**src/rtl/grb_pkg.sv**
```systemverilog
// Shared types and constants of the glyph row blitter.
package grb_pkg;

  localparam int GLYPH_ROWS_DEF = 16;
  localparam int CHAR_COUNT_DEF = 256;

  // Depth of the command queue between front and back; a power of two.
  localparam int QUEUE_DEPTH = 2;

  localparam logic [12:0] RESET_WIDTH  = 13'd1024;
  localparam logic [12:0] RESET_HEIGHT = 13'd768;
  localparam logic [14:0] RESET_PITCH  = 15'd4096;
  localparam logic [5:0]  RESET_DEPTH  = 6'd32;

  localparam int CFG_DATA_W = 15;
  localparam int CFG_IDX_W  = 2;

  typedef enum logic [CFG_IDX_W-1:0] {
    CFG_SCREEN_WIDTH  = 2'd0,
    CFG_SCREEN_HEIGHT = 2'd1,
    CFG_LINE_PITCH    = 2'd2,
    CFG_PIXEL_DEPTH   = 2'd3
  } cfg_idx_e;

  localparam logic [5:0] DEPTH_8BPP  = 6'd8;
  localparam logic [5:0] DEPTH_16BPP = 6'd16;
  localparam logic [5:0] DEPTH_24BPP = 6'd24;
  localparam logic [5:0] DEPTH_32BPP = 6'd32;

  // Screen geometry seen by the back end.
  typedef struct packed {
    logic [12:0] width;
    logic [12:0] height;
    logic [14:0] pitch;
  } grb_geom_t;

  // Classified command travelling through the queue.
  typedef struct packed {
    logic               is_draw;
    logic               code_ok;
    logic               depth_ok;
    logic [7:0]         char_code;
    logic [3:0]         load_row;
    logic [7:0]         load_bits;
    logic signed [12:0] pos_x;
    logic signed [12:0] pos_y;
    logic [31:0]        value;
    logic [2:0]         bytes;
  } grb_cmd_t;

endpackage

```
**src/rtl/grb_front.sv**
```systemverilog
// Front end: configuration registers, input acceptance and command classification.
module grb_front #(
  parameter int GLYPH_ROWS = grb_pkg::GLYPH_ROWS_DEF,
  parameter int CHAR_COUNT = grb_pkg::CHAR_COUNT_DEF
) (
  input  logic                           clk_i,
  input  logic                           rst_ni,
  input  logic                           cfg_we_i,
  input  logic [grb_pkg::CFG_IDX_W-1:0]  cfg_idx_i,
  input  logic [grb_pkg::CFG_DATA_W-1:0] cfg_data_i,
  input  logic                           in_valid_i,
  output logic                           in_ready_o,
  input  logic                           in_mode_i,
  input  logic [79:0]                    in_data_i,
  input  logic                           q_full_i,
  output logic                           q_push_o,
  output grb_pkg::grb_cmd_t              q_cmd_o,
  output grb_pkg::grb_geom_t             geom_o
);

  logic [12:0] width_q;
  logic [12:0] height_q;
  logic [14:0] pitch_q;
  logic [5:0]  depth_q;

  always_ff @(posedge clk_i or negedge rst_ni) begin
    if (!rst_ni) begin
      width_q  <= grb_pkg::RESET_WIDTH;
      height_q <= grb_pkg::RESET_HEIGHT;
      pitch_q  <= grb_pkg::RESET_PITCH;
      depth_q  <= grb_pkg::RESET_DEPTH;
    end else if (cfg_we_i) begin
      case (grb_pkg::cfg_idx_e'(cfg_idx_i))
        grb_pkg::CFG_SCREEN_WIDTH:  width_q  <= cfg_data_i[12:0];
        grb_pkg::CFG_SCREEN_HEIGHT: height_q <= cfg_data_i[12:0];
        grb_pkg::CFG_LINE_PITCH:    pitch_q  <= cfg_data_i[14:0];
        grb_pkg::CFG_PIXEL_DEPTH:   depth_q  <= cfg_data_i[5:0];
        default: ;
      endcase
    end
  end

  assign geom_o.width  = width_q;
  assign geom_o.height = height_q;
  assign geom_o.pitch  = pitch_q;

  logic [31:0] ink;
  logic        load_ok;

  assign ink = in_data_i[77:46];

  always_comb begin
    q_cmd_o.is_draw   = in_mode_i;
    q_cmd_o.char_code = in_data_i[7:0];
    q_cmd_o.load_row  = in_data_i[11:8];
    q_cmd_o.load_bits = in_data_i[19:12];
    q_cmd_o.pos_x     = in_data_i[32:20];
    q_cmd_o.pos_y     = in_data_i[45:33];
    q_cmd_o.code_ok   = (32'(in_data_i[7:0]) < CHAR_COUNT);
    q_cmd_o.depth_ok  = 1'b1;
    case (depth_q)
      grb_pkg::DEPTH_32BPP: begin
        q_cmd_o.value = ink;
        q_cmd_o.bytes = 3'd4;
      end
      grb_pkg::DEPTH_24BPP: begin
        q_cmd_o.value = {8'h00, ink[23:0]};
        q_cmd_o.bytes = 3'd3;
      end
      grb_pkg::DEPTH_16BPP: begin
        // RGB565: top bits of each colour byte
        q_cmd_o.value = {16'h0000, ink[23:19], ink[15:10], ink[7:3]};
        q_cmd_o.bytes = 3'd2;
      end
      grb_pkg::DEPTH_8BPP: begin
        q_cmd_o.value = {24'h000000, ink[7:0]};
        q_cmd_o.bytes = 3'd1;
      end
      default: begin
        q_cmd_o.value    = '0;
        q_cmd_o.bytes    = '0;
        q_cmd_o.depth_ok = 1'b0;
      end
    endcase
  end

  // Drop loads aimed outside the font store.
  assign load_ok    = q_cmd_o.code_ok && (32'(in_data_i[11:8]) < GLYPH_ROWS);
  assign in_ready_o = !q_full_i;
  assign q_push_o   = in_valid_i && in_ready_o && (in_mode_i || load_ok);

endmodule

```
**config.mk**
```make
export PLATFORM = sky130hd
export DESIGN_NAME = grb_front
export DESIGN_NICKNAME = d
export VERILOG_FILES = /design/src/rtl/grb_pkg.sv /design/src/rtl/grb_front.sv
export SDC_FILE = /design/constraint.sdc
export NUM_CORES = 1
export LEC_CHECK = 0
export ABC_AREA = 1
export BUFFER_PORTS_ARGS = -buffer_cell sky130_fd_sc_hd__buf_2
export CORE_AREA = 2 2 89 91
export DETAILED_ROUTE_END_ITERATION = 16
export DIE_AREA = 0 0 91 93
export PLACE_DENSITY_LB_ADDON = 0.25
export SETUP_SLACK_MARGIN = 0.05
export SYNTH_ARGS = -nofsm -noshare
export SYNTH_HDL_FRONTEND = slang
export SYNTH_SLANG_ARGS = --single-unit
```
**constraint.sdc**
```tcl
create_clock -name clk_i -period 2.44 [get_ports clk_i]
set_clock_uncertainty 0.2 [all_clocks]
set_input_delay 0 -clock clk_i [delete_from_list [all_inputs] [get_ports clk_i]]
set_output_delay 0 -clock clk_i [all_outputs]
set_load 0.1 [all_outputs]
```
==> metrics, run 1 <==
Slew @ Worst Pin 1040 ps; critical path arrival 2040 ps; most used cell, CP inv_2; worst skew pair latency 290 ps; die width 91 um; drt pass-1 iters 5; Overflow after GRT 0; Tot GR Track Use 19.2%; CTS resizes 0; Distinct cells, synth 18; setup violators final 0; CORE AREA 7530 um2; RSZ-0062 raised after global routing false; YS warnings 0; Buf/Inv on CP 3; crit-path cells inv_2 > nor2_4 > nand3_4 > nand2_4 > inv_2 > nor2_1 > buf_12; Root Driver clkbuf_8; DRT iter0 DRCs 137; CP startpoint kind register; Seq/Total Area, Yosys 43.6%; M1 GR Usage 24.0%; final hold violations 0; Seq pwr share 26.2%; via count 2702; Worst IR Drop VDD 0.000590 V; share of post-route cells with drive strength above 1 32.1%; Design Power 0.00378 W; CTS tree done; Gate power share 61.1%; GP Congestion 0.776; WL/cell 14.5 um; CP max FO 18; switching power 0.00221 W; postcts setup bufs 0; global route hottest layer met2; DR DRC count 0; Synth Instances 351; Die Y 93 um; antenna violations before repair 0; Largest delay share family, worst path simple AND/OR/NAND/NOR gates; Initial Utilization 36.0%; Nets 598; PortBufs 132; drt via density 4.52; run status finished clean; placed cell areas 3470 um2; Post-DRT Antenna Nets 0; Crit-path slowest cell dfrtp_1; Mapped Nets 454; Clk network pwr share 12.7%; multi-input logic area 928 um2; fillers 707; Period Utilization, post-route 91.9%; CP required 2240 ps; number of cell rows 32; sequential cell area 1180 um2; largest net degree at the start of global routing 48; # diodes 0; Slew headroom 30.1%; Slew Viols, Final 0; #FFs+latches synth 47; CP Capture Type primary output; min-delay worst type in -> reg; dpl hpwl 5.74 mm; Crit Path Category reg -> out; Tmin final 2240 ps; met3 usage 6.69%; Area Growth Syn to Fin 55.0%; clock slew at reported path FFs 80 ps; P per Cell Area 901 nW/um2; fmax 0.446 GHz; switch share 58.4%; # hold bufs at CTS 63; Max Cap Viol 0; met2 Use GR 32.4%; Synth Area per Inst 7.72 um2; Ports 230; clock sinks 47; Post-Layout Inst Area 4200 um2; slowest stage delay, CP 420 ps; post-route setup TNS 0 ps; vias in the first global route 2528; WL final 8.70 mm; total CTS buffers 5; clock tree buffer depth 2; die area 8460 um2; Leak 2.25 nW; Int Pwr 0.00157 W; post-synth design cell area 2710 um2; H-tree level count 2; first-pass GRT wire length 13.0 mm
-- routing by layer --
metal | wire length [um] | share of wire, %
met1 | 3620 | 42
met3 | 748 | 8.6
met5 | 0 | 0
met2 | 4290 | 49
met4 | 39 | 0.45
-- path summary, 6_finish.rpt --
kind | startpoint | to | slack (ps) | depth (start not counted)
max in group asynchronous | rst_ni | width_q[2]$_DFFE_PN0P_ | 1200 | 2
worst min-delay path | cfg_idx_i[1] | depth_q[5]$_DFFE_PN1P_ | 40 | 3
worst max register to register | depth_q[5]$_DFFE_PN1P_ | depth_q[5]$_DFFE_PN1P_ | 1440 | 2
worst max-delay path | depth_q[4]$_DFFE_PN0P_ | q_cmd_o[24] | 200 | 7
min in group asynchronous | rst_ni | pitch_q[9]$_DFFE_PN0P_ | 220 | 2
worst min register to register | pitch_q[11]$_DFFE_PN0P_ | pitch_q[11]$_DFFE_PN0P_ | 290 | 2
-- cells by family after synthesis --
group | Yosys count | share of synthesized area [%]
AOI/OAI and AO/OA | 47 | 8.68
buffers and inverters | 108 | 22.1
DFF | 47 | 43.6
other | 1 | 0.138
and+or+nand+nor | 148 | 25.4
-- Yosys cell counts --
cell,n,area [um2]
inv_1,43,161
nand2_1,91,342
o21ai_0,47,235
buf_6,1,11.3
nand3_1,5,25.0
nor2_1,20,75.1
buf_2,4,20.0
nand4_1,24,150
nor2_2,1,6.26
nor2_4,4,45.0
dfrtp_1,42,1050
clkbuf_1,8,30.0
dfstp_2,5,131
conb_1,1,3.75
buf_4,48,360
inv_2,4,15.0
nand3_4,2,35.0
nand2_4,1,11.3
-- worst min-delay path: cells and delay by family --
family,cells,cell delay (ps)
and+or+nand+nor,1,270
buffers and inverters,1,120
AOI/OAI and AO/OA,1,120
-- stage by stage --
stage | util, % | hold WS, ps | cells | setup WS [ps]
6_report | 55.8 | 39.4 | 598 | 197
2_1_floorplan | - | -496 | 351 | -62.7
3_3_place_gp | 46.1 | -199 | 527 | 587
3_5_place_dp | 46.1 | -199 | 527 | 515
4_1_cts | 55.8 | 39.6 | 598 | 187
5_1_grt | 55.8 | 88.8 | 598 | 56.4
-- final cells by class --
class                           count  share of cell area (%)
Clock inverter                      1                   0.209
Clock buffer                        7                    2.06
Sequential cell                    47                    28.2
Inverter                           47                    4.20
Tap cell                          102                    3.04
Multi-Input combinational cell    196                    22.1
Timing Repair Buffer              198                    40.2
-- flip-flops by register name, summed over array words and instances (netlist names) --
name	cells
width_q	13
height_q	13
pitch_q	15
depth_q	6
-- power by group through the flow --
stage,Combinational [W],Clock [W],Sequential (W)
2_1_floorplan,0.00103,0,0.00180
3_3_place_gp,0.00191,0,0.000999
3_5_place_dp,0.00192,0,0.00100
4_1_cts,0.00231,0.000499,0.000992
5_1_grt,0.00239,0.000542,0.00101
6_report,0.00231,0.000481,0.000991
-- layout by cell type, fill, tap and decap left out, types with 2 or more instances in the layout --
cell type and count:
inv_1 43, nor2_1 20, clkbuf_8 6, nand2_1 91
o21ai_0 47, dfrtp_1 42, buf_4 3, nand3_4 2
inv_2 4, buf_12 25, nand4_1 24, dlygate4sd3_1 63
nor2_4 4, nand3_1 5, buf_2 107, dfstp_2 5
(Power assumes the default switching activity.)
==> run 2: changes to the inputs <==
--- a/config.mk
+++ b/config.mk
@@ -6,10 +6,10 @@
 export NUM_CORES = 1
 export LEC_CHECK = 0
 export ABC_AREA = 1
-export BUFFER_PORTS_ARGS = -buffer_cell sky130_fd_sc_hd__buf_2
 export CORE_AREA = 2 2 89 91
 export DETAILED_ROUTE_END_ITERATION = 16
 export DIE_AREA = 0 0 91 93
+export DONT_BUFFER_PORTS = 1
 export PLACE_DENSITY_LB_ADDON = 0.25
 export SETUP_SLACK_MARGIN = 0.05
 export SYNTH_ARGS = -nofsm -noshare
==> run 2 against run 1 <==
  * Setup slack better by 30 ps
  * Via count is 3.0% lower
  * Global-route usage up 0.26 points
  * Worst hold slack gained 7.0 ps
  * Cell area up 0.27%
  * Wire length up 0.64%
  * Cell count shrank 7.9%
  * Sequential power up 6%
  * Die area unchanged
  * Sequential share of layout area decreased by 0.075 points
  * Total power is 1.7% higher
  * Clock power about the same
  * Critical path type unchanged
  * Largest cell class unchanged
  * Highest routed layer unchanged
==> metrics, run 2 (synthesized netlist as in run 1, its figures left out) <==
Root Driver clkbuf_8; Nets 551 (-7.9%); Clk network pwr share 12.5% (-0.2 points); global route hottest layer met2; Post-Layout Cell Count 551 (-7.9%); Overflow after GRT 0 (unchanged); CP startpoint kind register; worst r2r src depth_q[5]$_DFFE_PN1P_; CP Capture Type primary output; M1 GR Usage 23.5% (-0.50 points); vias in the first global route 2519 (-0.36%); Worst IR Drop VDD 0.000660 V (+12%); drt pass-1 iters 5 (unchanged); share of post-route cells with drive strength above 1 26.9% (-5.1 points); r2r setup slk 890 ps (-550 ps); CP max FO 17 (-1); WL final 8.75 mm (+0.64%); setup violators final 0 (unchanged); switching power 0.00224 W (+1.3%); Tot GR Track Use 19.4% (+0.26 points); final hold violations 0 (unchanged); DRT iter0 DRCs 110 (-20%); top flop regs pitch_q (15), height_q (13), width_q (13); clock tree buffer depth 2 (unchanged); CTS resizes 0 (unchanged); Gate power share 60.3% (-0.8 points); crit-path cells inv_2 > nor2_2 > nand3_4 > nand2_4 > inv_2 > nor2_2 > buf_12; Int Pwr 0.00161 W (+2.2%); via count 2621 (-3.0%); P per Cell Area 914 nW/um2 (+1.4%); postcts setup bufs 0 (unchanged); Area Growth Syn to Fin 55.4%; total CTS buffers 5 (unchanged); GP Congestion 0.782 (+0.75%); final setup margin 227 ps (+29.9 ps); Largest delay share family, worst path simple AND/OR/NAND/NOR gates; drt via density 4.76 (+5.3%); reg2reg end depth_q[5]$_DFFE_PN1P_; CP required 2240 ps (about the same); depth of the worst hold-timing path 3 (unchanged); hold slack 46.4 ps (+6.97 ps); H-tree level count 2 (unchanged); Max Cap Viol 0 (unchanged); Die Y 93 um (unchanged); post-route setup TNS 0 ps (unchanged); slowest stage delay, CP 590 ps (+170 ps); die width 91 um (unchanged); commonest non-fill, non-tap cell in the layout nand2_1; Hold Path Sink q_cmd_o[22]; run status finished clean; clock sinks 47 (unchanged); Period Utilization, post-route 90.7% (-1.2 points); Leak 2.09 nW (-6.9%); Slew @ Worst Pin 1040 ps (-3.83 ps); clock slew at reported path FFs 90 ps (about the same); largest net degree at the start of global routing 34 (-29%); RSZ-0062 raised after global routing false; Slew Viols, Final 0 (unchanged); largest register by flop count pitch_q; R2R cell count 3 (+1); Crit Path Category reg -> out; met2 Use GR 34.1% (+1.7 points); fmax 0.452 GHz (+1.4%); Crit-path slowest cell dfstp_2; first-pass GRT wire length 13.0 mm (+0.43%); worst skew pair latency 300 ps (about the same); number of cell rows 32 (unchanged); dpl ws 559 ps (+43.7 ps); PortBufs 0 (-100%); commonest cells after routing, fill and taps aside nand2_1, dlygate4sd3_1, buf_4, o21ai_0, inv_1; antenna violations before repair 0 (unchanged); dpl cells 469 (-11%); Seq pwr share 27.3% (+1.1 points); met3 usage 6.37% (-0.32 points); # diodes 0 (unchanged); DR DRC count 0 (unchanged); Buf/Inv on CP 3 (unchanged); Post-DRT Antenna Nets 0 (unchanged); CTS tree done; die area 8460 um2 (unchanged); WL/cell 15.9 um (+9.2%); hold path start in_data_i[65]; fin util 55.9% (+0.15 points); Tmin final 2210 ps (-29.9 ps); switch share 58.2% (-0.23 points); min-delay worst type in -> out; dpl hpwl 5.77 mm (+0.42%); Ports 230 (unchanged); Initial Utilization 36.0% (unchanged); fillers 694 (-1.8%); CORE AREA 7530 um2 (unchanged); # hold bufs at CTS 74 (+17%); max FFs per register 15 (unchanged); Slew headroom 30.4% (+0.26 points); critical path arrival 2010 ps (-30 ps)
[run 2: layout make-up]
class / count / area, um2 / share of cell area (%)
timing repair buffer: 151 / 1660 / 39.4
sequential: 47 / 1180 / 28.1
multi-input combinational: 196 / 971 / 23.1
inverter: 47 / 176 / 4.19
tap: 102 / 128 / 3.03
clock buffer: 5 / 68.8 / 1.63
clock inverter: 3 / 25.0 / 0.594
[run 2: power by group through the flow]
stage / Sequential (W) / Combinational (W) / Clock (W)
5_1_grt: 0.00106 / 0.00239 / 0.000526
3_5_place_dp: 0.00106 / 0.00188 / 0
4_1_cts: 0.00105 / 0.00232 / 0.000495
2_1_floorplan: 0.00180 / 0.00103 / 0
3_3_place_gp: 0.00106 / 0.00186 / 0
6_report: 0.00105 / 0.00232 / 0.000480
[run 2: metal layers]
metal | vias up | share of wire [%]
li1 | 1245 | -
met1 | 1228 | 39
met2 | 138 | 50
met3 | 10 | 10
met4 | 0 | 0.91
met5 | - | 0
[run 2: worst reg2reg max path, stage by stage, from the launching register on]
cell           delay, ps
dfstp_2              590
nand2_1               60
o21ai_0               80
dlygate4sd3_1        570
[run 2: stage by stage]
step	total power, W	cell area (um2)
after floorplan	0.00284	2710
after global placement	0.00292	3350
after detailed placement	0.00294	3350
after CTS	0.00386	4210
after global routing	0.00398	4210
final	0.00385	4210
[run 2: worst max-delay path by stage]
stage	cells past startpoint	slack (ps)	to	from
after detailed placement	7	560	q_cmd_o[21]	depth_q[5]$_DFFE_PN1P_
after floorplan	6	-60	q_cmd_o[19]	depth_q[5]$_DFFE_PN1P_
final	7	230	q_cmd_o[21]	depth_q[5]$_DFFE_PN1P_
after global routing	7	90	q_cmd_o[24]	depth_q[1]$_DFFE_PN0P_
after global placement	7	610	q_cmd_o[81]	depth_q[5]$_DFFE_PN1P_
after CTS	7	200	q_cmd_o[21]	depth_q[5]$_DFFE_PN1P_
