## config.mk

```make
export PLATFORM = sky130hd
export DESIGN_NAME = grb_queue
export DESIGN_NICKNAME = d
export VERILOG_FILES = /design/src/rtl/grb_pkg.sv /design/src/rtl/grb_queue.sv
export SDC_FILE = /design/constraint.sdc
export NUM_CORES = 1
export LEC_CHECK = 0
export ABC_AREA = 1
export BUFFER_PORTS_ARGS = -buffer_cell sky130_fd_sc_hd__buf_2
export CAP_MARGIN = 20
export CORE_AREA = 10 10 120 122
export CTS_CLUSTER_SIZE = 12
export DETAILED_ROUTE_END_ITERATION = 8
export DIE_AREA = 0 0 130 132
export PLACE_DENSITY = 0.83
export SYNTH_ARGS = -nofsm -noshare
export SYNTH_HDL_FRONTEND = slang
export SYNTH_SLANG_ARGS = --single-unit
```

## constraint.sdc

```tcl
create_clock -name clk_i -period 6.5 [get_ports clk_i]
set_input_delay 0.975 -clock clk_i [delete_from_list [all_inputs] [get_ports clk_i]]
set_output_delay 0.975 -clock clk_i [all_outputs]
set_load 0.01 [all_outputs]
```

## src/rtl/grb_pkg.sv

```systemverilog
// Shared types and constants of the glyph row blitter.
package grb_pkg;

  localparam int GLYPH_ROWS_DEF = 16;
  localparam int CHAR_COUNT_DEF = 256;

  // Depth of the command queue between front and back; a power of two.
  localparam int QUEUE_DEPTH = 2;

  localparam logic [12:0] RESET_WIDTH  = 13'd1024;
  localparam logic [12:0] RESET_HEIGHT = 13'd768;
  localparam logic [14:0] RESET_PITCH  = 15'd4096;
  localparam logic [5:0]  RESET_DEPTH  = 6'd32;

  localparam int CFG_DATA_W = 15;
  localparam int CFG_IDX_W  = 2;

  typedef enum logic [CFG_IDX_W-1:0] {
    CFG_SCREEN_WIDTH  = 2'd0,
    CFG_SCREEN_HEIGHT = 2'd1,
    CFG_LINE_PITCH    = 2'd2,
    CFG_PIXEL_DEPTH   = 2'd3
  } cfg_idx_e;

  localparam logic [5:0] DEPTH_8BPP  = 6'd8;
  localparam logic [5:0] DEPTH_16BPP = 6'd16;
  localparam logic [5:0] DEPTH_24BPP = 6'd24;
  localparam logic [5:0] DEPTH_32BPP = 6'd32;

  // Screen geometry seen by the back end.
  typedef struct packed {
    logic [12:0] width;
    logic [12:0] height;
    logic [14:0] pitch;
  } grb_geom_t;

  // Classified command travelling through the queue.
  typedef struct packed {
    logic               is_draw;
    logic               code_ok;
    logic               depth_ok;
    logic [7:0]         char_code;
    logic [3:0]         load_row;
    logic [7:0]         load_bits;
    logic signed [12:0] pos_x;
    logic signed [12:0] pos_y;
    logic [31:0]        value;
    logic [2:0]         bytes;
  } grb_cmd_t;

endpackage

```

## src/rtl/grb_queue.sv

```systemverilog
// Short command queue between front and back end.
module grb_queue (
  input  logic              clk_i,
  input  logic              rst_ni,
  input  logic              push_i,
  input  grb_pkg::grb_cmd_t cmd_i,
  output logic              full_o,
  input  logic              pop_i,
  output logic              valid_o,
  output grb_pkg::grb_cmd_t cmd_o
);

  localparam int PtrW = (grb_pkg::QUEUE_DEPTH > 1) ? $clog2(grb_pkg::QUEUE_DEPTH) : 1;
  localparam int CntW = $clog2(grb_pkg::QUEUE_DEPTH + 1);

  grb_pkg::grb_cmd_t slot_q [grb_pkg::QUEUE_DEPTH];
  logic [PtrW-1:0]   wr_ptr_q, wr_ptr_d;
  logic [PtrW-1:0]   rd_ptr_q, rd_ptr_d;
  logic [CntW-1:0]   count_q, count_d;

  function automatic logic [PtrW-1:0] ptr_inc(input logic [PtrW-1:0] p);
    ptr_inc = (32'(p) == grb_pkg::QUEUE_DEPTH - 1) ? '0 : p + 1'b1;
  endfunction

  assign full_o  = (32'(count_q) == grb_pkg::QUEUE_DEPTH);
  assign valid_o = (count_q != '0);
  assign cmd_o   = slot_q[rd_ptr_q];

  always_comb begin
    wr_ptr_d = push_i ? ptr_inc(wr_ptr_q) : wr_ptr_q;
    rd_ptr_d = pop_i ? ptr_inc(rd_ptr_q) : rd_ptr_q;
    count_d  = count_q + CntW'(push_i) - CntW'(pop_i);
  end

  always_ff @(posedge clk_i or negedge rst_ni) begin
    if (!rst_ni) begin
      wr_ptr_q <= '0;
      rd_ptr_q <= '0;
      count_q  <= '0;
    end else begin
      wr_ptr_q <= wr_ptr_d;
      rd_ptr_q <= rd_ptr_d;
      count_q  <= count_d;
    end
  end

  always_ff @(posedge clk_i) begin
    if (push_i) begin
      slot_q[wr_ptr_q] <= cmd_i;
    end
  end

endmodule

```

==> summary by stage, run 1 <==
Status
The run finished with clean final reports.

Setup path
For the worst setup path, the data required time is 5.52 ns. The worst setup path is launched from a flop. Data arrives at the worst endpoint at between 2 and 2.5 ns. The kind of end point of the critical path is a primary output. The worst register-to-register path begins at wr_ptr_q$_DFFE_PN0P_. The critical path starts at rd_ptr_q$_DFFE_PN0P_. The worst setup path is of the flop to primary output kind. Along the worst path, the maximum fanout reaches 77.

Logic synthesis
Counting every net in the synthesized netlist gives 554. After synthesis, the largest family of logic cells by area is buffers and inverters. After Yosys synthesis, XOR and XNOR cells account for less than 1% of the synthesized area. The fraction of the yosys area taken by sequential cells is 78.3%. Of the total synthesized cell area, the portion taken by full adders, half adders and majority gates is 0.381%.

The count of flip-flops with a built-in enable after synthesis is 168. The synthesized area divided by synthesized cell count is 14.2 um2. The synthesized instance count is 464.

The simple-gate portion of the synthesized area is 5.39%. The multiplexer fraction of the synthesized cell area is 0%. For this run, the number of Yosys warnings is 0. The async set-reset flop share out of synthesis is 2.33%. The netlist area before placement is 6570 um2.

The most used flip-flop cell after synthesis is edfxtp_1. The total of flip-flops plus latches after synthesis is 172. The netlist uses 15 different library cells. Summing the areas of all compound-gate instances in the mapped netlist gives slightly below 8% of the synthesized area.

CTS
The total CTS buffers is 17. The clock root buffer is clkbuf_16. Clock-pin slew was measured on the worst setup and hold paths at 0.06 ns. The CTS H-tree depth is 4. The number of buffers inserted by post-CTS setup repair is 0. The later-pin clock latency in the skew report is 0.42 ns. The number of gates resized after CTS was 0. For this design, the CTS-stage hold fixing added 0 buffers.

Counting every sink on the clock net gives 172. The clock tree from TritonCTS is yes. The maximum number of buffers from clock root to sink is 2.

Detailed routing
Dividing the detail-routed via count by the number of cells gives 4.87. For this block, the initial DRC count from the detailed router was 275. The first-pass iteration count of the detailed router is 5. The number of nets still failing antenna checks after routing is 0.

The routed layout has 3908 vias. The total detailed-routing wirelength is 13300 um. After detailed routing, the number of remaining DRC violations is 0. In the final routed layout, each cell accounts on average for 16.5 um.

Floorplanning
The area of the placeable core is 11900 um2. The horizontal die dimension is 130 um. The floorplan die height is 132 um. The count of pins on the block boundary is 174.

The initial standard-cell utilization of the core is 55.2%. The floorplan step defined a die boundary enclosing approximately 17000 um2. The number of core rows is 40.

Final layout
The post-route netlist has 35.7% of its cells at a drive strength greater than 1. The final-stage net count is 732. The library cell used most frequently in the layout, excluding fill and tap cells, is buf_2. In the layout the commonest cells are buf_2, edfxtp_1, nand2_1. The final core area utilization is 68.1%. Relative to the synthesized area, the layout overhead comes to 23.4%.

Timing
Setup repair after global routing left no endpoint under its margin. The setup TNS is 0 ns. The maximum clock rate is 300 MHz.

The count of pins over their slew limit is 0. The final critical-path required period is 3.34 ns. In this run the tightest slew margin relative to its limit is around 27%. Of the available clock period, the critical path in the final layout requires 51.3%. The hold violation total from the final report is 0. The actual slew at the worst max-slew pin is around 1.1 ns.

Setup violations remaining at the end of the flow were counted as 0. The clock arrives with 0.00949 ns of skew.

GRT
The total global routing track utilization is between 10% and 20%. The initial antenna violation count is 1. The first-pass GRT wire length is 20800 um. The total grt overflow is 0. The via count of the first global-routing pass came to 4077. Entering global routing, the biggest net connects 115 pins.

Flow run
Across the run, the number of max-cap violations was 0.

Pwr
For this design the total switching power over the nets is 1.14 mW. Net switching is 31.8% of the power. The share of total power dissipated in combinational logic is around 29%. The share of total power dissipated in sequential elements is 43.7%. Of the total power, the clock network draws 27.0%. The maximum vdd ir drop is 0.368 mV. The internal power of the cells totals approximately 2.4 mW. The static leakage is 3.51 nW.

In this run the power density over the cells is between 400 and 500 nW/um2.

Placed design
The detailed-placement wirelength estimate is 9260 um. The weighted congestion at the end of routability-driven global placement is 0.742. The number of I/O port buffers is 173.

Worst hold path
The type of the most critical hold path is input port to asynchronous set/reset pin.
-- routing by layer --
layer	vias to the layer above	share of wire [%]	track usage, %
met5	-	0	0
met4	0	0.83	5.81
met3	13	10	6.76
met2	141	51	26.1
met1	1824	38	17.3
li1	1930	-	-
-- per-stage QoR --
stage | instances | setup slack (ns) | cell area (um2) | total power [mW] | hold slack, ns
floorplan | 464 | 1.44 | 6570 | 2.27 | 0.461
global placement | 768 | 3.39 | 7480 | 2.58 | 0.532
detailed placement | 768 | 3.34 | 7480 | 2.63 | 0.534
CTS | 800 | 2.88 | 8050 | 3.60 | 0.345
finish | 803 | 3.16 | 8110 | 3.58 | 0.352
global route | 802 | 2.96 | 8110 | 3.79 | 0.346
-- sequential cells by signal, indices dropped and copies added, names as in the netlist --
name and flops:
rd_ptr_q 1, count_q 2, slot_q 168, wr_ptr_q 1
-- power groups by stage --
stage	clock [mW]	combinational, mW	sequential, mW
after floorplan	0	0.715	1.55
after global routing	1.04	1.17	1.58
after global placement	0	0.942	1.64
after CTS	0.984	0.977	1.63
final	0.965	1.05	1.56
after detailed placement	0	0.972	1.66
-- cells by family (layout without fill, tap and decap cells) --
logic type / after synthesis / in the layout
AO/OA/AOI/OAI: 84 / 84
XOR/XNOR: 2 / 2
adder cells (fa/ha/maj): 2 / 2
buffers and inverters: 110 / 301
flip-flops: 172 / 172
other: 0 / 1
AND/OR/NAND/NOR: 94 / 94
-- Yosys cell counts, types with 4 or more instances --
library cell | n | area (um2)
edfxtp_1 | 168 | 5040
inv_1 | 91 | 342
nand2_1 | 91 | 342
o21ai_0 | 50 | 250
o21ai_2 | 25 | 219
buf_6 | 10 | 113
o21ai_1 | 9 | 45.0
clkbuf_1 | 5 | 18.8
dfrtp_1 | 4 | 100
-- layout make-up --
cell class	instances	area, um2
clock buffer	24	482
timing repair buffer	178	943
tap	147	184
multi-input combinational	182	918
fill	838	3800
clock inverter	8	90.1
inverter	91	343
sequential	172	5150
antenna	1	2.50
-- worst max-delay path, stage by stage, from the launching register on --
cell     delay (ns)
dfrtp_4        0.65
buf_16         0.31
buf_4          0.53
nand2_1        0.14
o21ai_2        0.09
buf_2          0.15
-- final timing paths --
path / endpoint / slack [ns] / cells after the start
max in group asynchronous: rd_ptr_q$_DFFE_PN0P_ / 6.00 / 1
setup / recovery: cmd_o[63] / 3.16 / 5
setup reg to reg: slot_q[0][23]$_DFFE_PP_ / 4.62 / 2
hold reg to reg: wr_ptr_q$_DFFE_PN0P_ / 0.55 / 1
min in group clk_i: wr_ptr_q$_DFFE_PN0P_ / 0.55 / 1
hold / removal: wr_ptr_q$_DFFE_PN0P_ / 0.35 / 1
No activity file was read; power rests on OpenSTA's default activity.
==> run 2, diff against run 1 <==
CORE_AREA = 10 10 124 126   (was 10 10 120 122)
DIE_AREA = 0 0 134 136   (was 0 0 130 132)
PLACE_DENSITY = 0.78   (was 0.83)
clock period = 3.2 ns   (was 6.5 ns; I/O delays follow)
==> run 2 against run 1 <==
Compared with the run above:
- non-clock buffer count increased by 2
- register-to-register slack worse by 3.2 ns
- final cell count rose by 3.7%
- clock skew decreased by 0.0048 ns
- total power rose by 110%
- hold slack worse by 0.10 ns
- core utilization fell by 5.0 points
- critical path depth fell by 1
- worst setup slack lost 2.5 ns
- clock power increased by 120%
==> summary by stage, run 2 (synthesis results as in run 1) <==
CTS
The CTS H-tree depth is 4 (unchanged). The maximum number of buffers from clock root to sink is 2 (unchanged). The number of buffers inserted by post-CTS setup repair is 0 (unchanged). The register clock-pin slew on the reported worst setup and hold paths came to 0.06 ns (about the same). The clock tree from TritonCTS is yes (unchanged).

The later-pin clock latency in the skew report was 0.41 ns (was 0.42 ns). The clock sink count came to 172 (unchanged). The clock root buffer is clkbuf_16 (unchanged). The total CTS buffers came to 17 (unchanged).

Final layout
The share of final-layout standard cells stronger than drive strength 1 was 35.8% (was 35.7%). The leading cell type in the layout, fill and taps excluded is buf_2 (unchanged). The register name with the most flops is slot_q (unchanged). The total non-filler cell area in the finished layout was 8200 um2 (was 8110 um2). The area growth from synthesis to layout is 24.7% (was 23.4%). Highest-count cells in the layout ignoring fill and taps: buf_2, edfxtp_1, nand2_1 (unchanged).

The final core area utilization was 63.1% (was 68.1%). The number of antenna repair diodes is 0 (was 1). The final cell count without fillers is 833 (was 803). The final-stage net count is 734 (was 732). The number of flip-flops under the largest register name came to 168 (unchanged). Largest regs: slot_q: 168 flops, count_q: 2 flops (unchanged).

Pwr
The post-route total power was 7.38 mW (was 3.58 mW). The areal power density over the cells is 900 nW/um2 (was 441 nW/um2). The maximum vdd ir drop is 0.546 mV (was 0.368 mV).

The static leakage was 3.52 nW (was 3.51 nW).

Timing
The setup TNS is 0 ns (unchanged). The hold violation total from the final report is 0 (unchanged). The minimum setup slack in the final design was 0.695 ns (was 3.16 ns). After layout, the worst path uses 78.3% of the clock period.

The count of pins over their slew limit came to 0 (unchanged). The setup-violating endpoint count in the final report was 0 (unchanged). The final critical-path required period is roughly 2.5 ns.

The largest clock skew in the final design is 0.00466 ns (was 0.00949 ns). The actual slew at the worst max-slew pin is 0.706 ns (was 1.10 ns). The worst-case headroom to the max-slew limit is 52.9% (was 26.9%). For this run, the top clock speed supported by timing is 399 MHz. RSZ-0062 raised after global routing: false (unchanged).

The worst hold margin came to 0.248 ns (was 0.352 ns).

Floorplanning
The count of pins on the block boundary is 174 (unchanged). The number of core rows is 42 (was 40). The die outline area is 18200 um2 (was 17200 um2). The area of the placeable core is 13000 um2 (was 11900 um2). The floorplan die height came to 136 um (was 132 um). The initial standard-cell utilization of the core is 50.6% (was 55.2%).

The horizontal die dimension is 134 um (was 130 um).

Setup path
The startpoint kind of the worst setup timing path is a flop (unchanged). The critical setup path kind is flop to primary output (unchanged). The kind of end point of the critical path is a primary output (unchanged). The required time at the endpoint of the critical path is 2.72 ns (was 5.52 ns). The data arrival time of the worst path is 2.02 ns (was 2.36 ns). The maximum fanout along the worst path is 58 (was 77).

Placed design
The number of I/O port buffers came to 173 (unchanged). The detailed-placement wirelength estimate is 9460 um (was 9260 um). The number of instances in the placed design is 800 (was 768). The pre-CTS setup slack is 1.13 ns (was 3.34 ns). The weighted congestion at the end of routability-driven global placement is 0.751 (was 0.742). The post-place instance area is 7580 um2 (was 7480 um2).

Detailed routing
The DRC violation count after routing is 0 (unchanged). The detailed router's first-iteration violation count came to 315 (was 275). The total detailed-routing wirelength is 13100 um (was 13300 um). The number of nets still failing antenna checks after routing is 0 (unchanged).

The routed wire length per instance is 15.8 um (was 16.5 um). The via density per instance was 4.67 (was 4.87). The first-pass iteration count of the detailed router is 4 (was 5). The number of vias after detailed routing came to 3886 (was 3908).

GRT
The initial antenna violation count is 2 (was 1). The via count of the first global-routing pass is 4069 (was 4077). The total global routing track utilization is 14.5% (was 15.7%).

The pin count of the biggest net entering global routing is 59 (was 115). The total grt overflow is 0 (unchanged). The first-pass GRT wire length was 20400 um (was 20800 um).

Worst hold path
The type of the most critical hold path is input port to flop (was input port to asynchronous set/reset pin).

Status
Run status: complete, no violations (unchanged).

Flow run
The number of maximum-capacitance constraint violations is 0 (unchanged).
run 2: what timing repair did:
| action | in CTS | in global routing |
|---|---|---|
| hold buffers | 1 | 0 |
| gates resized for setup | 0 | 0 |
| endpoints found under the hold margin | 4 | 0 |
run 2: routing by layer:
| layer | up-vias | global-route usage (%) | part of all wire [%] |
|---|---|---|---|
| li1 | 1928 | - | - |
| met1 | 1810 | 15.4 | 40 |
| met2 | 124 | 24.1 | 49 |
| met3 | 20 | 7.93 | 9.4 |
| met4 | 4 | 4.66 | 1.3 |
| met5 | - | 0 | 0.18 |
run 2: cell type report:
class / count / area [um2]
inverter: 91 / 343
fill: 965 / 4780
timing repair buffer: 180 / 958
tap: 176 / 220
sequential: 172 / 5150
clock buffer: 20 / 437
multi-input combinational: 182 / 918
clock inverter: 12 / 171
run 2: worst max-delay path, stage by stage, from the launching register on:
cell	delay [ns]
dfrtp_4	0.82
buf_4	0.38
nand2_1	0.09
o21ai_0	0.11
buf_2	0.18
run 2: path summary, 6_finish.rpt:
kind / startpoint / to / slack [ns] / cells past startpoint
setup / recovery: rd_ptr_q$_DFFE_PN0P_ / cmd_o[30] / 0.70 / 4
hold / removal: cmd_i[14] / slot_q[1][14]$_DFFE_PP_ / 0.25 / 1
setup reg to reg: wr_ptr_q$_DFFE_PN0P_ / slot_q[1][76]$_DFFE_PP_ / 1.38 / 3
hold reg to reg: wr_ptr_q$_DFFE_PN0P_ / wr_ptr_q$_DFFE_PN0P_ / 0.54 / 1
max in group asynchronous: rst_ni / rd_ptr_q$_DFFE_PN0P_ / 2.65 / 2
min in group asynchronous: rst_ni / count_q[1]$_DFF_PN0_ / 0.41 / 2
run 2: power breakdown:
part	leakage, nW	switching (mW)	internal, mW
combinational	1.61	1.32	0.761
sequential	1.62	0.221	3.00
clock	0.291	0.782	1.30
total	3.52	2.32	5.06
==> run 3, diff against run 2 <==
CORE_AREA = 10 10 130 132   (was 10 10 124 126)
DIE_AREA = 0 0 140 142   (was 0 0 134 136)
PLACE_DENSITY = 0.74   (was 0.78)
clock period = 2.1 ns   (was 3.2 ns; I/O delays follow)
==> run 3 against run 2 <==
Compared with the run above:
- final cell count grew 0.96%
- worst setup slack lost 0.64 ns
- highest routed layer unchanged
- final area is essentially flat
- core utilization shrank 5.9 points
- combinational power grew 62%
- die area grew 9.1%
- total power grew 50%
- sequential cell count is the same
- critical path depth shrank 1
==> summary by stage, run 3 (synthesis results as in run 1) <==
Final layout
The final cell count without fillers is 841 (was 833). Highest-count cells in the layout ignoring fill and taps: buf_2, edfxtp_1, inv_1, nand2_1, o21ai_0 (was buf_2, edfxtp_1, nand2_1). The total of fill cells in the finished design is 1178 (was 965).

The final-stage net count is 734 (unchanged). The number of antenna repair diodes is 0 (unchanged). The register name with the most flops was slot_q (unchanged).

The area growth from synthesis to layout was 24.7% (about the same). The share of final-layout standard cells stronger than drive strength 1 came to 36.2% (was 35.8%). The number of flip-flops under the largest register name came to 168 (unchanged). Largest regs: slot_q: 168 flops, count_q: 2 flops (unchanged). The leading cell type in the layout, fill and taps excluded is buf_2 (unchanged).

CTS
The clock root buffer is clkbuf_16 (unchanged). The CTS H-tree depth is 4 (unchanged). The clock tree from TritonCTS is yes (unchanged).

The maximum number of buffers from clock root to sink is 2 (unchanged). The later-pin clock latency in the skew report was 0.42 ns (was 0.41 ns). The number of buffers inserted by post-CTS setup repair came to 0 (unchanged).

The clock sink count came to 172 (unchanged). The register clock-pin slew on the reported worst setup and hold paths is 0.06 ns (about the same). The total CTS buffers is 17 (unchanged).

Setup path
The critical setup path kind is flop to primary output (unchanged). The startpoint kind of the worst setup timing path is a flop (unchanged). The highest-delay cell along the critical path is dfrtp_4 (unchanged). The maximum fanout along the worst path is 96 (was 58). The buffers plus inverters on the worst setup path is 2 (unchanged). The worst stage delay on the critical path was 0.51 ns (was 0.82 ns). The kind of end point of the critical path was a primary output (unchanged). The data arrival time of the worst path is 1.73 ns (was 2.02 ns). The required time at the endpoint of the critical path is 1.78 ns (was 2.72 ns). Crit-path cells: buf_16 -> o21ai_0 -> buf_2 (was buf_4 -> nand2_1 -> o21ai_0 -> buf_2). The cell type group with the largest total delay on the critical path is flip-flops (unchanged).

Floorplanning
The initial standard-cell utilization of the core is 45.9% (was 50.6%). The die outline area is 19900 um2 (was 18200 um2). The count of pins on the block boundary came to 174 (unchanged). The horizontal die dimension is 140 um (was 134 um). The number of core rows is 44 (was 42).

The floorplan die height was 142 um (was 136 um). The area of the placeable core was 14300 um2 (was 13000 um2).

Timing
The setup-violating endpoint count in the final report is 0 (unchanged). Of the available clock period, the critical path in the final layout requires a little over nine tenths. The actual slew at the worst max-slew pin is 0.445 ns (was 0.706 ns).

The hold violation total from the final report is 0 (unchanged). The largest clock skew in the final design is 0.00445 ns (was 0.00466 ns). The worst-case headroom to the max-slew limit was 70.3% (was 52.9%). The count of pins over their slew limit is 0 (unchanged). RSZ-0062 raised after global routing: false (unchanged). The final critical-path required period is 2.04 ns. The minimum setup slack in the final design is 0.0599 ns (was 0.695 ns). Static timing analysis puts the maximum clock frequency at 490 MHz.

Detailed routing
The number of vias after detailed routing was 3926 (was 3886). The DRC violation count after routing was 0 (unchanged). The via density per instance came to 4.67 (about the same). The number of nets still failing antenna checks after routing is 0 (unchanged). The routed wire length per instance was 15.6 um (was 15.8 um). The first-pass iteration count of the detailed router is 4 (unchanged). The total detailed-routing wirelength came to 13100 um (about the same). The detailed router's first-iteration violation count is 162 (was 315).

GRT
The initial antenna violation count is 2 (unchanged). The pin count of the biggest net entering global routing is 97 (was 59). The total global routing track utilization is 13.2% (was 14.5%). The total grt overflow came to 0 (unchanged). The via count of the first global-routing pass is 3992 (was 4069).

The first-pass GRT wire length is 20300 um (was 20400 um).

Worst hold path
The type of the most critical hold path is input port to flop (unchanged).

Placed design
The weighted congestion at the end of routability-driven global placement is 0.742 (was 0.751). The detailed-placement wirelength estimate is 9020 um (was 9460 um). The pre-CTS setup slack is 0.548 ns (was 1.13 ns). The number of instances in the placed design is 808 (was 800). The number of I/O port buffers is 173 (unchanged).

Pwr
The areal power density over the cells came to 1350 nW/um2 (was 900 nW/um2). The static leakage was 3.51 nW (was 3.52 nW). The maximum vdd ir drop is 0.881 mV (was 0.546 mV).

Status
Run status: complete, no violations (unchanged).

Flow run
The number of maximum-capacitance constraint violations is 0 (unchanged).
[run 3: cell types whose count changed in the layout (fill, tap and decap cells not counted), sizes merged]
cell and delta:
inv +2, clkinvlp +2, clkinv +1, clkbuf -3, bufinv -2
[run 3: metrics by stage]
stage,utilization (%),hold WS (ns),setup TNS (ns),cell area (um2),total power [mW]
2_1_floorplan,-,0.0194,-1.49,6590,6.99
3_3_place_gp,53.1,0.125,0,7610,8.12
3_5_place_dp,53.1,0.126,0,7610,8.23
4_1_cts,57.2,0.0493,0,8190,11.3
5_1_grt,57.3,0.0472,0,8200,11.8
6_report,57.3,0.0757,0,8200,11.1
[run 3: timing repair]
action,4_1_cts,5_1_grt
hold buffers,1,0
endpoints found under the hold margin,4,0
endpoints found under the setup margin,0,1
gates resized for setup,0,2
[run 3: area by class of cell]
| cell class | count | area, um2 | area share [%] |
|---|---|---|---|
| Tap cell | 184 | 230 | 2.81 |
| Clock inverter | 15 | 149 | 1.82 |
| Inverter | 91 | 345 | 4.21 |
| Multi-Input combinational cell | 182 | 921 | 11.2 |
| Sequential cell | 172 | 5150 | 62.8 |
| Clock buffer | 17 | 425 | 5.19 |
| Timing Repair Buffer | 180 | 978 | 11.9 |
[run 3: final timing paths]
check / to / cells past startpoint / start / slack (ns)
setup / recovery: cmd_o[42] / 3 / rd_ptr_q$_DFFE_PN0P_ / 0.06
hold / removal: slot_q[0][47]$_DFFE_PP_ / 1 / cmd_i[47] / 0.08
setup reg to reg: slot_q[0][52]$_DFFE_PP_ / 2 / wr_ptr_q$_DFFE_PN0P_ / 0.74
hold reg to reg: wr_ptr_q$_DFFE_PN0P_ / 1 / wr_ptr_q$_DFFE_PN0P_ / 0.56
max in group asynchronous: rd_ptr_q$_DFFE_PN0P_ / 2 / rst_ni / 1.74
min in group asynchronous: count_q[0]$_DFF_PN0_ / 2 / rst_ni / 0.22
[run 3: worst register-to-register path, delay by kind of cell, from the launching register on]
| kind | cells | cell delay (ns) |
|---|---|---|
| flops | 1 | 0.43 |
| simple gates | 1 | 0.16 |
| buf+inv | 1 | 0.41 |
[run 3: where the power goes]
part	internal [mW]	switching (mW)	total [mW]
logic	1.19	2.17	3.36
registers	4.56	0.175	4.73
clock network	1.74	1.26	3.01
[run 3: metal layers]
| metal | routed length, um | vias to the layer above | global-route usage (%) | part of all wire, % |
|---|---|---|---|---|
| met5 | 26 | - | 0 | 0.20 |
| met2 | 6590 | 143 | 21.7 | 50 |
| li1 | - | 1938 | - | - |
| met1 | 4880 | 1807 | 13.7 | 37 |
| met3 | 1340 | 34 | 7.24 | 10 |
| met4 | 307 | 4 | 5.98 | 2.3 |
